<file path="config.mk">
export PLATFORM = sky130hd
export DESIGN_NAME = spi_register_access_master_unit
export DESIGN_NICKNAME = d
export VERILOG_FILES = /design/src/rtl/spira_pkg.sv /design/src/rtl/spi_register_access_master_unit.sv /design/src/rtl/spira_core.sv
export SDC_FILE = /design/constraint.sdc
export NUM_CORES = 1
export LEC_CHECK = 0
export ABC_AREA = 1
export BUFFER_PORTS_ARGS = -buffer_cell sky130_fd_sc_hd__buf_2
export CAP_MARGIN = 20
export CORE_MARGIN = 2
export CORE_UTILIZATION = 56
export DETAILED_ROUTE_END_ITERATION = 7
export HOLD_SLACK_MARGIN = 0.05
export PLACE_DENSITY = 0.78
export REMOVE_ABC_BUFFERS = 1
export SYNTH_ARGS = -nofsm -noshare
export SYNTH_HDL_FRONTEND = slang
export SYNTH_SLANG_ARGS = --single-unit
</file>
<file path="constraint.sdc">
create_clock -name i_clk -period 1.99 [get_ports i_clk]
set_input_delay 0 -clock i_clk [delete_from_list [all_inputs] [get_ports i_clk]]
set_output_delay 0 -clock i_clk [all_outputs]
set_load 0.02 [all_outputs]
</file>
<file path="src/rtl/spira_pkg.sv">
// ----------------------------------------------------------------------------
// spira_pkg
// Shared types and codes for the SPI register access master.
// ----------------------------------------------------------------------------
package spira_pkg;

    // command codes carried in the func field
    localparam logic [1:0] FUNC_NONE   = 2'd0;
    localparam logic [1:0] FUNC_READ8  = 2'd1;
    localparam logic [1:0] FUNC_READ16 = 2'd2;
    localparam logic [1:0] FUNC_WRITE  = 2'd3;

    localparam int IN_TDATA_W  = 24;   // 17 payload bits, padded to bytes
    localparam int OUT_TDATA_W = 24;   // 21 payload bits, padded to bytes

    localparam logic [2:0] LAST_BIT       = 3'd7;
    localparam logic [1:0] BYTES_SHORT    = 2'd2;  // command + one byte
    localparam logic [1:0] BYTES_LONG     = 2'd3;  // command + two bytes

    typedef enum logic [3:0] {
        PH_IDLE = 4'b0001,
        PH_LOW  = 4'b0010,
        PH_HIGH = 4'b0100,
        PH_END  = 4'b1000
    } t_phase;

    typedef struct packed {
        logic       miso;
        logic [7:0] write_data;
        logic [5:0] reg_addr;
        logic [1:0] func;
    } t_cmd;

    typedef struct packed {
        logic [15:0] read_data;
        logic        done_res;
        logic        busy_res;
        logic        mosi;
        logic        sclk;
        logic        chip_select_n;
    } t_res;

endpackage

</file>
<file path="src/rtl/spi_register_access_master_unit.sv">
// ----------------------------------------------------------------------------
// spi_register_access_master_unit
// SPI master for single register reads and writes, one half-period per word.
// ----------------------------------------------------------------------------
// Words pass the input stage, then the result stage; one word per cycle
// while m_axis is ready; if a result waits, only into an empty input stage.
// The sequencer state in spira_core advances once per word, in order.
// Reset (i_rst_n low, synchronous): both stages empty, sequencer idle,
// chip select and clock high, MOSI low.
// ----------------------------------------------------------------------------
module spi_register_access_master_unit (
    input  logic                               i_clk,
    input  logic                               i_rst_n,
    // slave side
    input  logic                               s_axis_tvalid,
    output logic                               s_axis_tready,
    // fields from bit 0: func[1:0], reg_addr[7:2], write_data[15:8], miso[16]
    input  logic [spira_pkg::IN_TDATA_W-1:0]   s_axis_tdata,
    // master side
    output logic                               m_axis_tvalid,
    input  logic                               m_axis_tready,
    // fields from bit 0: chip_select_n[0], sclk[1], mosi[2], busy_res[3],
    // done_res[4], read_data[20:5]
    output logic [spira_pkg::OUT_TDATA_W-1:0]  m_axis_tdata
);
    import spira_pkg::*;

    // input stage
    logic  r_in_valid;
    t_cmd  r_in_cmd;

    // result stage
    logic  r_out_valid;
    t_res  r_out_res;

    logic  advance;   // result stage can take a new word
    logic  step;      // sequencer consumes the input stage this cycle
    t_res  core_res;

    assign advance       = ~r_out_valid | m_axis_tready;
    assign step          = advance & r_in_valid;
    assign s_axis_tready = ~r_in_valid | advance;

    always_ff @(posedge i_clk) begin
        if (!i_rst_n) begin
            r_in_valid <= 1'b0;
        end else if (s_axis_tready) begin
            r_in_valid <= s_axis_tvalid;
        end
    end

    // unpack the tick word; pad bits are ignored
    always_ff @(posedge i_clk) begin
        if (s_axis_tvalid && s_axis_tready) begin
            r_in_cmd <= s_axis_tdata[$bits(t_cmd)-1:0];
        end
    end

    spira_core u_core (
        .i_clk   (i_clk),
        .i_rst_n (i_rst_n),
        .i_step  (step),
        .i_cmd   (r_in_cmd),
        .o_res   (core_res)
    );

    always_ff @(posedge i_clk) begin
        if (!i_rst_n) begin
            r_out_valid <= 1'b0;
        end else if (advance) begin
            r_out_valid <= r_in_valid;
        end
    end

    always_ff @(posedge i_clk) begin
        if (step) begin
            r_out_res <= core_res;
        end
    end

    assign m_axis_tvalid = r_out_valid;
    assign m_axis_tdata  = {{(OUT_TDATA_W - $bits(t_res)){1'b0}}, r_out_res};

endmodule

</file>
<file path="src/rtl/spira_core.sv">
// ----------------------------------------------------------------------------
// spira_core
// Transaction state and one tick of the SPI sequencer per step.
// ----------------------------------------------------------------------------
module spira_core (
    input  logic            i_clk,
    input  logic            i_rst_n,
    input  logic            i_step,
    input  spira_pkg::t_cmd i_cmd,
    output spira_pkg::t_res o_res
);
    import spira_pkg::*;

    t_phase      r_phase,      n_phase;
    logic [2:0]  r_bit_count,  n_bit_count;
    logic [1:0]  r_byte_count, n_byte_count;
    logic [1:0]  r_operation,  n_operation;
    logic [7:0]  r_tx,         n_tx;
    logic [15:0] r_rx,         n_rx;
    logic [7:0]  r_held,       n_held;
    logic        r_cs_n,       n_cs_n;
    logic        r_sck,        n_sck;
    logic        r_mosi,       n_mosi;

    logic        done;
    logic [15:0] rdata;
    logic [1:0]  byte_inc;
    logic [1:0]  total;
    logic [7:0]  first_tx;

    always_comb begin
        n_phase      = r_phase;
        n_bit_count  = r_bit_count;
        n_byte_count = r_byte_count;
        n_operation  = r_operation;
        n_tx         = r_tx;
        n_rx         = r_rx;
        n_held       = r_held;
        n_cs_n       = r_cs_n;
        n_sck        = r_sck;
        n_mosi       = r_mosi;
        done         = 1'b0;
        rdata        = '0;
        byte_inc     = r_byte_count + 2'd1;
        total        = (r_operation == FUNC_READ16) ? BYTES_LONG : BYTES_SHORT;
        first_tx     = {i_cmd.reg_addr, (i_cmd.func == FUNC_WRITE), 1'b0};

        case (r_phase)
            PH_IDLE: begin
                if (i_cmd.func != FUNC_NONE) begin
                    n_operation  = i_cmd.func;
                    n_held       = i_cmd.write_data;
                    n_tx         = first_tx;
                    n_rx         = '0;
                    n_bit_count  = LAST_BIT;
                    n_byte_count = '0;
                    n_mosi       = first_tx[LAST_BIT];
                    n_cs_n       = 1'b0;
                    n_sck        = 1'b0;
                    n_phase      = PH_HIGH;
                end else begin
                    n_cs_n = 1'b1;
                    n_sck  = 1'b1;
                end
            end
            PH_LOW: begin
                n_mosi  = r_tx[r_bit_count];
                n_cs_n  = 1'b0;
                n_sck   = 1'b0;
                n_phase = PH_HIGH;
            end
            PH_HIGH: begin
                n_cs_n = 1'b0;
                n_sck  = 1'b1;
                // command byte MISO is dropped
                if (r_byte_count != 2'd0) begin
                    n_rx = {r_rx[14:0], i_cmd.miso};
                end
                if (r_bit_count == 3'd0) begin
                    n_byte_count = byte_inc;
                    if (byte_inc >= total) begin
                        n_phase = PH_END;
                    end else begin
                        n_tx        = (r_operation == FUNC_WRITE) ? r_held : 8'h00;
                        n_bit_count = LAST_BIT;
                        n_phase     = PH_LOW;
                    end
                end else begin
                    n_bit_count = r_bit_count - 3'd1;
                    n_phase     = PH_LOW;
                end
            end
            PH_END: begin
                n_cs_n  = 1'b1;
                n_sck   = 1'b1;
                done    = 1'b1;
                n_phase = PH_IDLE;
                if (r_operation == FUNC_READ8) begin
                    rdata = {8'h00, r_rx[7:0]};
                end else if (r_operation == FUNC_READ16) begin
                    rdata = r_rx;
                end
            end
            default: begin
                n_phase = PH_IDLE;
            end
        endcase
    end

    assign o_res.chip_select_n = n_cs_n;
    assign o_res.sclk          = n_sck;
    assign o_res.mosi          = n_mosi;
    assign o_res.busy_res      = ~n_cs_n;
    assign o_res.done_res      = done;
    assign o_res.read_data     = rdata;

    always_ff @(posedge i_clk) begin
        if (!i_rst_n) begin
            r_phase      <= PH_IDLE;
            r_bit_count  <= '0;
            r_byte_count <= '0;
            r_operation  <= FUNC_NONE;
            r_tx         <= '0;
            r_rx         <= '0;
            r_held       <= '0;
            r_cs_n       <= 1'b1;
            r_sck        <= 1'b1;
            r_mosi       <= 1'b0;
        end else if (i_step) begin
            r_phase      <= n_phase;
            r_bit_count  <= n_bit_count;
            r_byte_count <= n_byte_count;
            r_operation  <= n_operation;
            r_tx         <= n_tx;
            r_rx         <= n_rx;
            r_held       <= n_held;
            r_cs_n       <= n_cs_n;
            r_sck        <= n_sck;
            r_mosi       <= n_mosi;
        end
    end

endmodule

</file>
==> results of run 1 <==
==> per-stage QoR <==
step	setup slack, ps	area [um^2]	cells
after floorplan	330	3620	393
after global placement	327	3970	519
after detailed placement	260	3970	519
after CTS	236	4380	555
after global routing	66.3	4380	555
final	201	4380	555
==> cells in the mapped netlist (2+ instances only) <==
master	instances	area (um^2)
inv_1	35	131
nand2_4	3	33.8
edfxtp_1	38	1140
nand3_1	28	140
xnor2_1	2	17.5
nor2_1	58	218
dfxtp_1	48	961
a21oi_1	37	185
buf_2	6	30.0
clkbuf_1	4	15.0
nor2_2	4	25.0
o21ai_0	37	185
nand3_2	12	120
ha_1	4	50.1
nand2_1	66	248
nor2_8	2	40.0
inv_2	2	7.51
buf_4	4	30.0
clkinv_1	2	7.51
nand2_2	5	31.3
==> layer usage <==
metal	part of all wire, %	wire length, um
met1	45	3240
met2	48	3430
met3	4.7	334
met4	1.9	135
met5	0	0
==> final cells by class <==
type / count / area (um^2) / area share [%]
clock inverters: 4 / 73.8 / 1.68
clock buffers: 12 / 135 / 3.08
flip-flops and latches: 86 / 2100 / 48.0
multi-input cells: 267 / 1360 / 31.1
well taps: 77 / 96.3 / 2.20
inverters: 40 / 153 / 3.48
repair buffers: 69 / 460 / 10.5
==> state kept, by name (all words and copies together), names as in the netlist <==
register             count
u_core.r_tx              8
u_core.r_rx             16
m_axis_tvalid            1
u_core.r_byte_count      2
r_in_valid               1
u_core.r_operation       2
m_axis_tdata            21
u_core.r_cs_n            1
u_core.r_sck             1
u_core.r_phase           4
u_core.r_bit_count       3
u_core.r_mosi            1
u_core.r_held            8
r_in_cmd                17
==> placed cells by master, fill, tap and decap left out, types with 9 or more instances in the layout <==
cell type / instances
nor2_1: 58
dlygate4sd3_1: 20
inv_1: 35
nand3_1: 28
buf_2: 43
nand3_2: 12
nand2_1: 66
clkbuf_8: 9
a21oi_1: 37
o21ai_0: 37
dfxtp_1: 48
edfxtp_1: 38
==> kinds of logic (layout without fill, tap and decap cells) <==
family,after synthesis,count (layout),synth area share (%)
compound gates,75,75,10.2
xor+xnor,2,2,0.471
fa+ha+maj,4,4,1.35
buf+inv,56,125,6.97
flops,86,86,56.6
other cells,1,3,0.101
simple gates,183,183,24.4
==> power breakdown <==
part	internal, mW	switching (mW)
logic	0.158	0.291
clock network	0.709	0.599
registers	1.94	0.0429
total	2.81	0.933
==> worst max-delay path, delay by kind of cell (launching register included) <==
kind,cells,cell delay [ps]
flip-flops,1,330
AO/OA/AOI/OAI,1,180
AND/OR/NAND/NOR,5,850
buffers and inverters,1,340
==> worst min-delay path by stage <==
| stage | slack [ps] | to | startpoint |
|---|---|---|---|
| 6_report | 50 | u_core.r_tx[7] | i_rst_n |
| 3_3_place_gp | 180 | r_in_cmd[11] | s_axis_tdata[11] |
| 5_1_grt | 70 | u_core.r_tx[0] | i_rst_n |
| 2_1_floorplan | 100 | r_in_cmd[0] | s_axis_tdata[0] |
| 4_1_cts | 50 | u_core.r_tx[0] | i_rst_n |
| 3_5_place_dp | 180 | r_in_cmd[3] | s_axis_tdata[3] |
==> flow_summary.toml, run 1 <==
[global_route]
busiest_layer = "met2"
grt_first_pass_wirelength_mm = 11.8
grt_pass1_vias = 2635
grt_max_degree = 27
initial_antenna_violation_count = 0
gr-usage-met1_pct = 26.9
grt_util_all_layers_pct = 20.7
grt.met3_usage_pct = 3.89
gr_overflow_total = 0
use_met2_pct = 33.0

[floorplanning]
initial_core_util_pct = 58.2
rows = 29
die_h_um = 85.5
floorplan.die_area_um2 = 7300
die_w_um = 85.5
fp.coreArea_um2 = 6390
top_level_ports = 54

[drt]
drt_iter0_markers = 177
drt-total-wl_mm = 7.14
vias = 2910
antenna_violating_nets_post_route = 0
dr.pass1.iters = 5
drc = 0
via_per_inst = 5.24
wl_per_cell_um = 12.9

[timing]
clock-skew-final_ps = 11.8
fmaxAchievable_ghz = 0.559
slew_headroom_pct = 57.6
worst_slew_pin_slew_ps = 635
totalNegativeSetupSlack_ps = 0
final_max_slew_viol_count = 0
finalSetupViolations = 0
finalHoldWorstSlack_ps = 53.9
layout_min_cycle_time_ps = 1790
fin_crit_sh_pct = 89.9
finalHoldViolations = 0
rsz0062_at_grt = "no"

[clock_tree]
worstSkewPairLatency_ps = 360
tritoncts_clock_tree = "built"
cts-hold-fix-buffers = 20
cts_setup_buffers = 0
max_h_tree_level = 3
cts_inserted_buffers = 9
cts_resized = 0
clkSlewWorstSetupHoldPaths_ps = 80
clock_tree.buffer_depth = 2
clock-sinks = 86
ctsRootBufferMaster = "clkbuf_8"

[cells_and_area]
area_growth_syn_to_layout_pct = 17.9
antenna_cells = 0
num-fill-cells = 495
drive_gt1_share_pct = 19.5
fin_nets = 505
final_design_utilization_pct = 68.6

[yosys]
syn_avg_cell_area_um2 = 9.13
netlist_area_um2 = 3720
ys_seq_elements = 86
seq_area_frac_synth_pct = 56.6
synth_enable_flop_cells = 38
yosysWarnings = 0
syn_inst = 407
synth_ff_type = "dfxtp_1"
synth-async-reset-ratio_pct = 0
yosys.cell_types.count = 30

[place]
dp_hpwl_mm = 4.42
routabilityCongestion = 0.853
numPortBuffers = 43

[critical_path]
critPathKind = "reg2reg"
startpoint_class = "flop"
worst_r2r_path_depth = 7
reg2reg_to = "u_core.r_rx[0]"
critPathSlowestCell = "inv_2"
data_required_critical_path_ps = 2270
worst_setup_path_startpoint = "m_axis_tvalid"
timing.rr.start = "m_axis_tvalid"
worstPathCellList = "nand2_1 > nand2_2 > inv_2 > nand2_8 > nor2_8 > nand3_1 > a21oi_1"
arrival_ps = 2070
cpPeakStageDelay_ps = 340
worst-path-max-fanout = 19
setup.worst_path.end_class = "flop"
rrSetupSlack_ps = 200
crit_end = "u_core.r_rx[0]"

[pwr]
power_per_cell_area_nw_per_um2 = 853
vdd.ir_drop.worst_mv = 0.537
static-leakage-power_nw = 1.71
totalPowerFinal_mw = 3.74

[run_status]
outcome = "completed"

[min_path]
hold_path_depth = 3
worst_hold_path_type = "in2reg"

[flow_run]
cap_violations = 0
Power figures use the tool's default switching activity.
==> inputs of run 2 (changes only) <==
--- a/config.mk
+++ b/config.mk
@@ -5,15 +5,16 @@
 export SDC_FILE = /design/constraint.sdc
 export NUM_CORES = 1
 export LEC_CHECK = 0
-export ABC_AREA = 1
+export ABC_AREA = 0
 export BUFFER_PORTS_ARGS = -buffer_cell sky130_fd_sc_hd__buf_2
 export CAP_MARGIN = 20
 export CORE_MARGIN = 2
-export CORE_UTILIZATION = 56
+export CORE_UTILIZATION = 57
 export DETAILED_ROUTE_END_ITERATION = 7
 export HOLD_SLACK_MARGIN = 0.05
-export PLACE_DENSITY = 0.78
+export PLACE_DENSITY = 0.79
 export REMOVE_ABC_BUFFERS = 1
 export SYNTH_ARGS = -nofsm -noshare
 export SYNTH_HDL_FRONTEND = slang
 export SYNTH_SLANG_ARGS = --single-unit
+export TNS_END_PERCENT = 5
==> flow_summary.toml, run 2 <==
[yosys]
synthTopCellsByCount = "dfxtp_1, edfxtp_1, o21ai_0"
seq_area_frac_synth_pct = 55.2
synth.largest_area_cell = "edfxtp_1"
ys_seq_elements = 86
syn_avg_cell_area_um2 = 10.6
synth_ff_type = "dfxtp_1"
post-synth-top-count-cell = "dfxtp_1"
synth_enable_flop_cells = 38
syn_inst = 359
yosys.cell_types.count = 53
yosysTopAreaCellShare_pct = 30.0
netlist_area_um2 = 3810
yosys-top-cells-area = "edfxtp_1, dfxtp_1, o21ai_0, a21oi_1, o2111ai_1"
synth-async-reset-ratio_pct = 0
yosysWarnings = 0

[clock_tree]
clkSlewWorstSetupHoldPaths_ps = 90
cts_inserted_buffers = 9
clock-sinks = 86
tritoncts_clock_tree = "built"
worstSkewPairLatency_ps = 350
max_h_tree_level = 3
ctsRootBufferMaster = "clkbuf_8"
clock_tree.buffer_depth = 2

[floorplanning]
die_w_um = 85.7
rows = 29
initial_core_util_pct = 59.3
fp.coreArea_um2 = 6420
die_h_um = 85.7
floorplan.die_area_um2 = 7350
top_level_ports = 54

[timing]
finalSetupViolations = 0
fin_crit_sh_pct = 95.2
layout_setup_ws_ps = 94.7
fmaxAchievable_ghz = 0.528
totalNegativeSetupSlack_ps = 0
finalHoldViolations = 0
slew_headroom_pct = 40.9
worst_slew_pin_slew_ps = 886
layout_min_cycle_time_ps = 1900
final_max_slew_viol_count = 0
clock-skew-final_ps = 7.37

[pwr]
power_per_cell_area_nw_per_um2 = 823
static-leakage-power_nw = 1.68
vdd.ir_drop.worst_mv = 0.490

[place]
placed_area_um2 = 4130
numPortBuffers = 43
routabilityCongestion = 0.805
dp_hpwl_mm = 5.15
detailedPlace.worstSlack_ps = -53.4

[global_route]
grt_pass1_vias = 2916
gr_overflow_total = 0
grt_first_pass_wirelength_mm = 13.3
initial_antenna_violation_count = 0
grt_max_degree = 35
grt_util_all_layers_pct = 23.1

[critical_path]
critPathKind = "reg2reg"
timing.critical_path.depth = 5
rrSetupSlack_ps = 90
data_required_critical_path_ps = 2250
worst_r2r_path_depth = 5
worstPathCellList = "buf_4 > or4_4 > o211a_4 > and2_1 > a311oi_1"
worstPathBufferInverterCount = 1
startpoint_class = "flop"
arrival_ps = 2150
cpPeakStageDelay_ps = 540
critPathSlowestCell = "or4_4"
setup.worst_path.end_class = "flop"
worst-path-max-fanout = 7
cell_class_contributing_the_biggest_share_of_worst_path_delay = "simple AND/OR/NAND/NOR gates"

[cells_and_area]
layout.cell_area.non_filler_um2 = 4580
register_area_um2 = 2100
num-fill-cells = 464
most-common-layout-cells = "dfxtp_1, buf_2, edfxtp_1, o21ai_0, a21oi_1"
most_common_cell_after_layout_fill_and_taps_aside = "dfxtp_1"
drive_gt1_share_pct = 21.6
fin_nets = 458
antenna_cells = 0
largest_register_ffs = 21
multi_input_logic_area_um2 = 1520
area_growth_syn_to_layout_pct = 20.2

[drt]
antenna_violating_nets_post_route = 0
wl_per_cell_um = 16.2
dr.pass1.iters = 6
drt-total-wl_mm = 8.21
via_per_inst = 5.97
vias = 3032
drc = 4
drt_iter0_markers = 193

[min_path]
hold_path_depth = 2
worst_hold_path_type = "in2reg"

[run_status]
outcome = "complete, but fails checks"
violations_in_the_final_reports = "DRC"

[flow_run]
cap_violations = 0
[run 2: where the power goes]
part           internal, mW  leakage, nW  switching [mW]
combinational         0.183        0.824           0.274
clock                 0.709        0.103           0.632
sequential             1.92        0.749          0.0463
[run 2: cell type report]
| type | instances | share of cell area, % |
|---|---|---|
| clock buffer | 9 | 2.70 |
| clock inverter | 7 | 2.10 |
| inverter | 11 | 0.902 |
| multi-input combinational | 232 | 33.1 |
| sequential | 86 | 45.9 |
| tap | 77 | 2.10 |
| timing repair buffer | 86 | 13.2 |
[run 2: stage by stage]
step	std cells	hold slack, ps	power [mW]	utilization, %
finish	508	358	3.77	71.3
global route	508	355	3.91	71.3
CTS	506	345	3.77	71.1
detailed placement	469	178	2.42	64.3
global placement	469	176	2.41	64.3
floorplan	329	91.3	2.26	-
[run 2: worst paths after layout]
kind                    start                endpoint
min          s_axis_tdata[12]            r_in_cmd[12]
max reg2reg       r_in_cmd[0]  u_core.r_byte_count[0]
max               r_in_cmd[0]  u_core.r_byte_count[0]
min reg2reg    u_core.r_tx[0]          u_core.r_tx[0]
[run 2: logic make-up after synthesis]
family                   after synthesis  synth area share, %
AND/OR/NAND/NOR                      105                 15.4
other                                  1               0.0985
adder cells (fa/ha/maj)                4                 1.31
XOR/XNOR                               3                0.690
buffers and inverters                 43                 5.39
flip-flops                            86                 55.2
AO/OA/AOI/OAI                        110                 20.0
multiplexers                           7                 1.91
[run 2: worst register-to-register path: stages (launching register included)]
cell      delay (ps)
edfxtp_1         420
buf_4            160
or4_4            540
o211a_4          300
and2_1           160
a311oi_1         230
[run 2: layer usage]
layer	routed length (um)	global-route usage [%]	up-vias
met5	0	0	-
met1	3440	28.4	1433
li1	-	-	1479
met3	423	4.23	14
met2	4200	39.3	106
met4	141	11.3	0
[run 2: timing repair]
item                       in CTS  in global routing
pin swaps                       0                  0
setup buffers                   0                  2
hold endpoints to repair       22                  0
gates resized for setup         1                  0
hold buffers                   21                  0
setup endpoints to repair      16                  1
